$ cat src/hw/rtl/priority_task_order_engine_macros.svh
// Assertion macros shared by the scheduler modules.
`ifndef PRIORITY_TASK_ORDER_ENGINE_MACROS_SVH
`define PRIORITY_TASK_ORDER_ENGINE_MACROS_SVH

// The consequent must hold in the same cycle as the antecedent.
`define POTE_ASSERT_SAME(lbl, clk, rst, ante, cons, msg) \
   lbl: assert property (@(posedge clk) disable iff (rst) (ante) |-> (cons)) \
      else $error(msg);

// The consequent must hold in the cycle after the antecedent.
`define POTE_ASSERT_NEXT(lbl, clk, rst, ante, cons, msg) \
   lbl: assert property (@(posedge clk) disable iff (rst) (ante) |=> (cons)) \
      else $error(msg);

`endif

$ cat src/hw/rtl/pote_pkg.sv
package pote_pkg;

   localparam int PRIO_W  = 4;
   localparam int BURST_W = 16;
   localparam int ID_W    = 16;

   // The first task after reset gets this id.
   localparam logic [ID_W-1:0] ID_FIRST = ID_W'(1);

   // One stored task.
   typedef struct packed {
      logic [PRIO_W-1:0]  prio;
      logic [BURST_W-1:0] burst;
      logic [ID_W-1:0]    id;
   } entry_type;

   // Commands from the controller to the datapath.
   typedef struct packed {
      logic load;        // store the incoming item
      logic scan_init;   // start a new max-priority scan
      logic scan_read;   // read the slot at the scan index
      logic fetch_read;  // read the chosen slot for output
      logic emit;        // the result item was taken
      logic finish;      // the last result item was taken, empty the table
   } cmd_type;

   // Status from the datapath to the controller.
   typedef struct packed {
      logic scan_last;   // the scan index points at the last stored slot
      logic run_last;    // the pending result is the final one of the batch
   } status_type;

endpackage

$ cat src/hw/rtl/priority_task_order_engine.sv
// Channel   Direction  Handshake            Payload
// req_      in         req_valid/req_stall  priority_req, burst, last_task
// rsp_      out        rsp_valid/rsp_stall  task_id, task_priority, task_burst,
//                                           overflowed, last_of_run
//
// A task item that is not marked last is taken, and the input stays open.
// After the last item, each result comes from a priority scan with one table
// read per stored slot, then a drain state finishes the compare and a fetch
// state reads the winner; an output stall holds the result item.
// The input stalls from the last item until the final result item is taken.
// Reset clears the slot valid bits, the counters and the id (back to one).

module priority_task_order_engine #(
   parameter int MAX_TASKS = 32
) (
   input  logic                          clock,
   input  logic                          reset,
   input  logic                          req_valid,
   output logic                          req_stall,
   input  logic [pote_pkg::PRIO_W-1:0]   req_priority_req,
   input  logic [pote_pkg::BURST_W-1:0]  req_burst,
   input  logic                          req_last_task,
   output logic                          rsp_valid,
   input  logic                          rsp_stall,
   output logic [pote_pkg::ID_W-1:0]     rsp_task_id,
   output logic [pote_pkg::PRIO_W-1:0]   rsp_task_priority,
   output logic [pote_pkg::BURST_W-1:0]  rsp_task_burst,
   output logic                          rsp_overflowed,
   output logic                          rsp_last_of_run
);

   pote_pkg::cmd_type    cmd;
   pote_pkg::status_type status;

   // Sequencer for loading, scanning and emitting.
   pote_ctrl u_ctrl (
      .clock         (clock),
      .reset         (reset),
      .req_valid     (req_valid),
      .req_last_task (req_last_task),
      .req_stall     (req_stall),
      .rsp_valid     (rsp_valid),
      .rsp_stall     (rsp_stall),
      .status        (status),
      .cmd           (cmd)
   );

   // Task table and priority scan.
   pote_datapath #(
      .MAX_TASKS (MAX_TASKS)
   ) u_datapath (
      .clock             (clock),
      .reset             (reset),
      .cmd               (cmd),
      .status            (status),
      .req_priority_req  (req_priority_req),
      .req_burst         (req_burst),
      .rsp_task_id       (rsp_task_id),
      .rsp_task_priority (rsp_task_priority),
      .rsp_task_burst    (rsp_task_burst),
      .rsp_overflowed    (rsp_overflowed),
      .rsp_last_of_run   (rsp_last_of_run)
   );

endmodule

$ cat src/hw/rtl/pote_datapath.sv
`include "priority_task_order_engine_macros.svh"

module pote_datapath #(
   parameter int MAX_TASKS = 32
) (
   input  logic                           clock,
   input  logic                           reset,
   input  pote_pkg::cmd_type              cmd,
   output pote_pkg::status_type           status,
   input  logic [pote_pkg::PRIO_W-1:0]    req_priority_req,
   input  logic [pote_pkg::BURST_W-1:0]   req_burst,
   output logic [pote_pkg::ID_W-1:0]      rsp_task_id,
   output logic [pote_pkg::PRIO_W-1:0]    rsp_task_priority,
   output logic [pote_pkg::BURST_W-1:0]   rsp_task_burst,
   output logic                           rsp_overflowed,
   output logic                           rsp_last_of_run
);

   localparam int IDX_W = (MAX_TASKS > 1) ? $clog2(MAX_TASKS) : 1;
   localparam int CNT_W = $clog2(MAX_TASKS + 1);

   // Task table and its registered read port.
   pote_pkg::entry_type mem [MAX_TASKS];
   pote_pkg::entry_type rd_ff;
   logic [IDX_W-1:0]    rd_addr;

   logic [MAX_TASKS-1:0]          valid_ff,     valid_in;
   logic [CNT_W-1:0]              count_ff,     count_in;
   logic [CNT_W-1:0]              emit_cnt_ff,  emit_cnt_in;
   logic [pote_pkg::ID_W-1:0]     next_id_ff,   next_id_in;
   logic                          drop_ff,      drop_in;
   logic [IDX_W-1:0]              scan_idx_ff,  scan_idx_in;
   logic                          scan_vld_ff,  scan_vld_in;
   logic [IDX_W-1:0]              tag_ff,       tag_in;
   logic                          found_ff,     found_in;
   logic [IDX_W-1:0]              best_ff,      best_in;
   logic [pote_pkg::PRIO_W-1:0]   best_prio_ff, best_prio_in;

   logic table_full;
   logic wr_en;

   assign table_full = (count_ff >= CNT_W'(MAX_TASKS));
   assign wr_en      = cmd.load && !table_full;
   assign rd_addr    = cmd.fetch_read ? best_ff : scan_idx_ff;

   // Status toward the controller.
   assign status.scan_last = (CNT_W'(scan_idx_ff) == CNT_W'(count_ff - CNT_W'(1)));
   assign status.run_last  = (CNT_W'(emit_cnt_ff + CNT_W'(1)) == count_ff);

   // Result fields come straight from the read register, which holds while
   // the result item waits.
   assign rsp_task_id       = rd_ff.id;
   assign rsp_task_priority = rd_ff.prio;
   assign rsp_task_burst    = rd_ff.burst;
   assign rsp_overflowed    = drop_ff;
   assign rsp_last_of_run   = status.run_last;

   // Next-state logic for loading, scanning and emitting.
   always_comb begin
      valid_in     = valid_ff;
      count_in     = count_ff;
      emit_cnt_in  = emit_cnt_ff;
      next_id_in   = next_id_ff;
      drop_in      = drop_ff;
      scan_idx_in  = scan_idx_ff;
      scan_vld_in  = cmd.scan_read;
      tag_in       = scan_idx_ff;
      found_in     = found_ff;
      best_in      = best_ff;
      best_prio_in = best_prio_ff;

      // Append a task, or note the drop when the table is full.
      if (cmd.load) begin
         if (table_full) begin
            drop_in = 1'b1;
         end else begin
            valid_in[count_ff[IDX_W-1:0]] = 1'b1;
            count_in   = CNT_W'(count_ff + CNT_W'(1));
            next_id_in = next_id_ff + pote_pkg::ID_W'(1);
         end
      end

      // Scan index walks the stored slots one read per cycle.
      if (cmd.scan_init) begin
         scan_idx_in = '0;
         found_in    = 1'b0;
      end else if (cmd.scan_read) begin
         scan_idx_in = scan_idx_ff + IDX_W'(1);
      end

      // Compare stage: ties go to the higher slot, which was loaded later.
      if (scan_vld_ff && valid_ff[tag_ff] && (!found_ff || rd_ff.prio >= best_prio_ff)) begin
         found_in     = 1'b1;
         best_in      = tag_ff;
         best_prio_in = rd_ff.prio;
      end

      // Retire the emitted slot; empty the table after the final one.
      if (cmd.emit) begin
         valid_in[best_ff] = 1'b0;
         emit_cnt_in       = CNT_W'(emit_cnt_ff + CNT_W'(1));
      end
      if (cmd.finish) begin
         valid_in    = '0;
         count_in    = '0;
         emit_cnt_in = '0;
         drop_in     = 1'b0;
      end
   end

   // Control registers.
   always_ff @(posedge clock) begin
      if (reset) begin
         valid_ff    <= '0;
         count_ff    <= '0;
         emit_cnt_ff <= '0;
         next_id_ff  <= pote_pkg::ID_FIRST;
         drop_ff     <= 1'b0;
         scan_idx_ff <= '0;
         scan_vld_ff <= 1'b0;
         found_ff    <= 1'b0;
      end else begin
         valid_ff    <= valid_in;
         count_ff    <= count_in;
         emit_cnt_ff <= emit_cnt_in;
         next_id_ff  <= next_id_in;
         drop_ff     <= drop_in;
         scan_idx_ff <= scan_idx_in;
         scan_vld_ff <= scan_vld_in;
         found_ff    <= found_in;
      end
   end

   // Payload registers of the scan.
   always_ff @(posedge clock) begin
      tag_ff       <= tag_in;
      best_ff      <= best_in;
      best_prio_ff <= best_prio_in;
   end

   // Task table: one write port for loading, one registered read port.
   always_ff @(posedge clock) begin
      if (wr_en) begin
         mem[count_ff[IDX_W-1:0]] <= '{prio: req_priority_req, burst: req_burst,
                                       id: next_id_ff};
      end
      if (cmd.scan_read || cmd.fetch_read) begin
         rd_ff <= mem[rd_addr];
      end
   end

   `POTE_ASSERT_SAME(a_count_bound, clock, reset, 1'b1,
      count_ff <= CNT_W'(MAX_TASKS), "stored count exceeds the table size")
   `POTE_ASSERT_SAME(a_drop_full, clock, reset, drop_ff,
      count_ff == CNT_W'(MAX_TASKS), "drop flag set while the table has room")
   `POTE_ASSERT_SAME(a_emit_valid, clock, reset, cmd.emit,
      found_ff && valid_ff[best_ff], "emitted slot is not a live task")
   `POTE_ASSERT_NEXT(a_finish_empty, clock, reset, cmd.finish,
      (valid_ff == '0) && (count_ff == '0), "table not empty after the batch")

endmodule

$ cat src/hw/rtl/pote_ctrl.sv
`include "priority_task_order_engine_macros.svh"

module pote_ctrl (
   input  logic                  clock,
   input  logic                  reset,
   input  logic                  req_valid,
   input  logic                  req_last_task,
   output logic                  req_stall,
   output logic                  rsp_valid,
   input  logic                  rsp_stall,
   input  pote_pkg::status_type  status,
   output pote_pkg::cmd_type     cmd
);

   typedef enum logic [2:0] {
      IDLE,
      SCAN,
      DRAIN,
      FETCH,
      OUTPUT
   } state_type;

   state_type state_ff, state_in;
   logic      req_stall_ff, rsp_valid_ff;

   assign req_stall = req_stall_ff;
   assign rsp_valid = rsp_valid_ff;

   // Commands decoded from the state and the handshakes.
   always_comb begin
      cmd            = '0;
      cmd.load       = (state_ff == IDLE) && req_valid;
      cmd.scan_read  = (state_ff == SCAN);
      cmd.fetch_read = (state_ff == FETCH);
      cmd.emit       = (state_ff == OUTPUT) && !rsp_stall;
      cmd.finish     = cmd.emit && status.run_last;
      cmd.scan_init  = (cmd.load && req_last_task) || (cmd.emit && !status.run_last);
   end

   // Next state.
   always_comb begin
      state_in = state_ff;
      case (state_ff)
         IDLE: begin
            if (cmd.load && req_last_task) begin
               state_in = SCAN;
            end
         end
         SCAN: begin
            if (status.scan_last) begin
               state_in = DRAIN;
            end
         end
         DRAIN: begin
            state_in = FETCH;
         end
         FETCH: begin
            state_in = OUTPUT;
         end
         OUTPUT: begin
            if (cmd.emit) begin
               state_in = status.run_last ? IDLE : SCAN;
            end
         end
         default: begin
            state_in = IDLE;
         end
      endcase
   end

   // State and registered handshake outputs.
   always_ff @(posedge clock) begin
      if (reset) begin
         state_ff     <= IDLE;
         req_stall_ff <= 1'b0;
         rsp_valid_ff <= 1'b0;
      end else begin
         state_ff     <= state_in;
         req_stall_ff <= (state_in != IDLE);
         rsp_valid_ff <= (state_in == OUTPUT);
      end
   end

   `POTE_ASSERT_SAME(a_rsp_busy, clock, reset, rsp_valid,
      req_stall, "input open while a result item is pending")
   `POTE_ASSERT_NEXT(a_last_starts, clock, reset, cmd.load && req_last_task,
      state_ff == SCAN, "last item did not start the scan")
   `POTE_ASSERT_NEXT(a_more_results, clock, reset, cmd.emit && !status.run_last,
      req_stall && !rsp_valid, "batch ended before all tasks were emitted")

endmodule
$ cat config.mk
export PLATFORM = sky130hd
export DESIGN_NAME = priority_task_order_engine
export DESIGN_NICKNAME = d
export VERILOG_FILES = /design/src/hw/rtl/pote_pkg.sv /design/src/hw/rtl/priority_task_order_engine.sv /design/src/hw/rtl/pote_datapath.sv /design/src/hw/rtl/pote_ctrl.sv
export VERILOG_INCLUDE_DIRS = /design/src /design/src/hw/rtl
export SDC_FILE = /design/constraint.sdc
export NUM_CORES = 2
export LEC_CHECK = 0
export BUFFER_PORTS_ARGS = -buffer_cell sky130_fd_sc_hd__buf_2
export CELL_PAD_IN_SITES_DETAIL_PLACEMENT = 1
export CELL_PAD_IN_SITES_GLOBAL_PLACEMENT = 2
export CORE_UTILIZATION = 44
export CTS_CLUSTER_DIAMETER = 60
export DETAILED_ROUTE_END_ITERATION = 10
export PLACE_DENSITY_LB_ADDON = 0.15
export SLEW_MARGIN = 25
export SYNTH_ARGS = -nofsm -noshare
export SYNTH_HDL_FRONTEND = slang
export SYNTH_SLANG_ARGS = --single-unit
$ cat constraint.sdc
create_clock -name clock -period 3.9 [get_ports clock]
set_input_delay 0.195 -clock clock [delete_from_list [all_inputs] [get_ports clock]]
set_output_delay 0.195 -clock clock [all_outputs]
set_load 0.05 [all_outputs]
==> impl_metrics.yaml <==
grt:
  grt_pass1_vias: 32580
  grt_max_degree: 50
  overflow: 0
  grt_pass1_wl_microns: 230700
  antenna_found_initial: 0
  grt.total_usage_pct: 26.93
synthesis:
  seq_area_frac_synth_pct: 71.24
  syn-cell-area_sq_mm: 0.05265
  synth_enable_flop_cells: 1197
  syn-instance-count: 3001
  ys_ff_latch: 1275
  async_flop_share_pct: 0
  ys.flop_type: "edfxtp_1"
  synth_nets: 3038
  synth_area_leaders: "edfxtp_1 (68%), mux4_2 (11%), mux2i_1 (3.6%)"
  synth.distinct_cells: 57
  syn_avg_cell_area_sq_um: 17.54
  synth_top_cell_by_area: "edfxtp_1"
  yosys.area.top_type_share_pct: 68.27
  yosys_warnings: 0
sta:
  fmax_ghz: 0.2761
  whs_ns: 0.1300
  tns_ns: 0
  maxSlewHeadroom_pct: 35.05
  finalSetupViolCount: 0
  layout_setup_ws_ns: 0.2780
  hold_viol: 0
  rsz0062_at_grt: "false"
  finalCritPeriodShare_pct: 92.87
  min_period_ns: 3.622
  finalClockSkew_ns: 0.02413
  worst_pin_slew_ns: 0.9719
  drv_slew: 0
status:
  status: "complete, no violations"
placed_design:
  place.gp.congestion: 0.7781
  preCtsSetupSlack_ns: 0.2326
  io_buffers: 64
  dp_hpwl_microns: 94400
  dpl.cell_count: 4673
clock_network:
  postCtsResizedCells: 0
  clock_sinks: 1275
  cts_tree: "built"
  cts.clk_slew.worst_paths_ns: 0.05
  insertion_delay_ns: 0.76
  cts-root-buf: "clkbuf_16"
  cts_buffer_depth: 3
  cts_buffers: 142
  cts_max_level: 4
  postCtsSetupBuffers: 0
layout:
  most-common-layout-cells: "edfxtp_1 (1197), nand2_1 (343), mux4_2 (260), mux2i_1 (185), buf_4 (153)"
  area_delta_synth_final_pct: 16.28
  final_common_cell: "edfxtp_1"
  final_util_pct: 51.71
  fin_cells: 4947
  drive_above_1_share_pct: 24.28
  fin_nets: 3278
route:
  first_iter_violations: 2849
  top_layer_used: "met4"
  drc_errors: 0
  viasPerCell: 6.124
  ant_nets: 0
  wl_microns: 162000
  wl_met1_microns: 68500
  wl_per_cell_microns: 32.74
  first_pass_iters: 7
  routed-wl-met2_microns: 78410
  vias: 30300
  wl_met3_microns: 9745
critical_path:
  rrSetupSlack_ns: 0.28
  critPathKind: "flop to flop"
  critPathSlowestCell: "a2111oi_1"
  worstSetupStartpointType: "flop"
  path_depth: 8
  worstPathCellList: "and3b_2 > mux2_8 > buf_4 > buf_4 > mux2i_1 > a32oi_1 > nand4_1 > a2111oi_1"
  crit_arrival_ns: 4.09
  cp_max_fo: 24
  worstSetupEndpointType: "flop"
  timing.rr.end: "u_datapath.rsp_task_id[0]"
  crit_start: "u_ctrl.state_ff[0]"
  r2r_start: "u_ctrl.state_ff[0]"
  crit_buf_inv: 2
  cp.required_ns: 4.37
  max_stage_delay_ns: 0.57
  ff2ff_path_depth: 8
  crit_family: "compound AO/OA/AOI/OAI gates"
  cp_common_cell: "buf_4"
  endpoint: "u_datapath.rsp_task_id[0]"
pwr:
  p_int_mw: 22.94
  leakage_nw: 19.57
  p_sw_mw: 6.281
  seqPwrFrac_pct: 51.9
  combPwrFrac_pct: 4.3
  switching_share_pct: 21.49
  pwr-share-clk_pct: 43.8
  power.density_mw_per_mm2: 477.3
  ir_drop_mv: 0.5271
worst_hold_path:
  hold_class: "input pin to flop"
die:
  start_util_pct: 44.47
  num_rows: 126
  pin_count: 65
  coreArea_sq_mm: 0.1184
  die_height_microns: 347.9
  die_w_microns: 347.9
  fp.dieArea_sq_mm: 0.1210
job:
  cap_violations: 0
## tightest hold or removal path: cells and delay by family
| family | cells | cell delay, ns |
|---|---|---|
| AND/OR/NAND/NOR | 2 | 0.22 |
| AO/OA/AOI/OAI | 1 | 0.14 |
| buffers and inverters | 2 | 0.26 |
## final cells by class
type,count,area [sq um]
multi-input combinational,1520,14540
clock buffer,185,3819
tap,1600,2002
fill,10800,57180
antenna,3,7.507
inverter,10,37.54
sequential,1275,37510
timing repair buffer,292,2730
clock inverter,62,568.0
## through the flow
stage	area (sq um)	total power, mW
finish	61220	29.22
global route	61210	29.98
CTS	61210	29.46
detailed placement	56580	16.68
global placement	56580	16.64
floorplan	52650	16.08
## what timing repair did
item,CTS,global route
hold endpoints to repair,667,0
hold buffers,24,0
endpoints found under the setup margin,0,0
## power by group through the flow
stage / registers, mW / logic [mW] / clock network, mW
4_1_cts: 15.2 / 1.27 / 13.0
5_1_grt: 15.2 / 1.33 / 13.5
6_report: 15.2 / 1.26 / 12.8
3_5_place_dp: 15.4 / 1.24 / 0
3_3_place_gp: 15.4 / 1.21 / 0
2_1_floorplan: 15.5 / 0.563 / 0
## metal layers
metal	global-route usage [%]	vias up
met5	0	-
met4	9.359	0
met3	4.670	269
met2	44.02	1034
met1	36.46	16310
li1	-	12680
## worst min path at each step
| stage | depth (start not counted) | endpoint | from | slack [ns] |
|---|---|---|---|---|
| 2_1_floorplan | 0 | u_datapath.mem[0][16] | req_burst[0] | 0.29 |
| 3_3_place_gp | 2 | u_datapath.found_ff | u_datapath.found_ff | 0.46 |
| 3_5_place_dp | 0 | u_datapath.best_ff[4] | u_datapath.tag_ff[4] | 0.46 |
| 4_1_cts | 5 | u_datapath.rsp_overflowed | req_valid | 0.1 |
| 5_1_grt | 5 | u_datapath.rsp_overflowed | req_valid | 0.16 |
| 6_report | 5 | u_datapath.rsp_overflowed | req_valid | 0.13 |
## cells by family after synthesis
family / Yosys count / share of synthesized area (%)
flip-flops: 1275 / 71.24
AND/OR/NAND/NOR: 685 / 5.958
multiplexers: 457 / 14.90
AO/OA/AOI/OAI: 332 / 5.131
buffers and inverters: 206 / 1.923
XOR/XNOR: 34 / 0.5656
adder cells (fa/ha/maj): 12 / 0.2852
## cell usage after synthesis, types with 3 or more instances
| cell | n |
|---|---|
| or3_1 | 15 |
| buf_4 | 17 |
| nor3b_1 | 4 |
| a21o_1 | 3 |
| a211oi_1 | 38 |
| buf_1 | 11 |
| o21a_1 | 3 |
| a2111oi_2 | 29 |
| a2111oi_1 | 5 |
| ha_1 | 12 |
| and3_1 | 38 |
| a32oi_1 | 142 |
| nand3_1 | 49 |
| nand3b_1 | 7 |
| o31ai_1 | 3 |
| nor3_1 | 4 |
| inv_1 | 10 |
| clkbuf_1 | 111 |
| buf_2 | 40 |
| mux2_2 | 7 |
| edfxtp_1 | 1197 |
| or3b_2 | 3 |
| o21ai_0 | 8 |
| nor2b_1 | 8 |
| xor2_1 | 21 |
| buf_6 | 15 |
| nand2_1 | 343 |
| a21oi_1 | 55 |
| mux2i_1 | 188 |
| nand2b_1 | 7 |
| and2_1 | 40 |
| dfxtp_1 | 78 |
| nor2_1 | 112 |
| nand4_1 | 45 |
| mux4_2 | 260 |
| a31oi_1 | 3 |
| xnor2_1 | 13 |
| o22ai_1 | 32 |
## state kept, by name, summed over array words and instances (netlist names)
signal                        flops
u_ctrl.req_stall                  1
u_ctrl.rsp_valid                  1
u_ctrl.state_ff                   3
u_datapath.best_ff                5
u_datapath.best_prio_ff           4
u_datapath.count_ff               6
u_datapath.emit_cnt_ff            6
u_datapath.found_ff               1
u_datapath.mem                 1152
u_datapath.next_id_ff            16
u_datapath.rsp_overflowed         1
u_datapath.rsp_task_burst        16
u_datapath.rsp_task_id           16
u_datapath.rsp_task_priority      4
u_datapath.scan_idx_ff            5
u_datapath.scan_vld_ff            1
u_datapath.tag_ff                 5
u_datapath.valid_ff              32
Power figures use the tool's default switching activity.
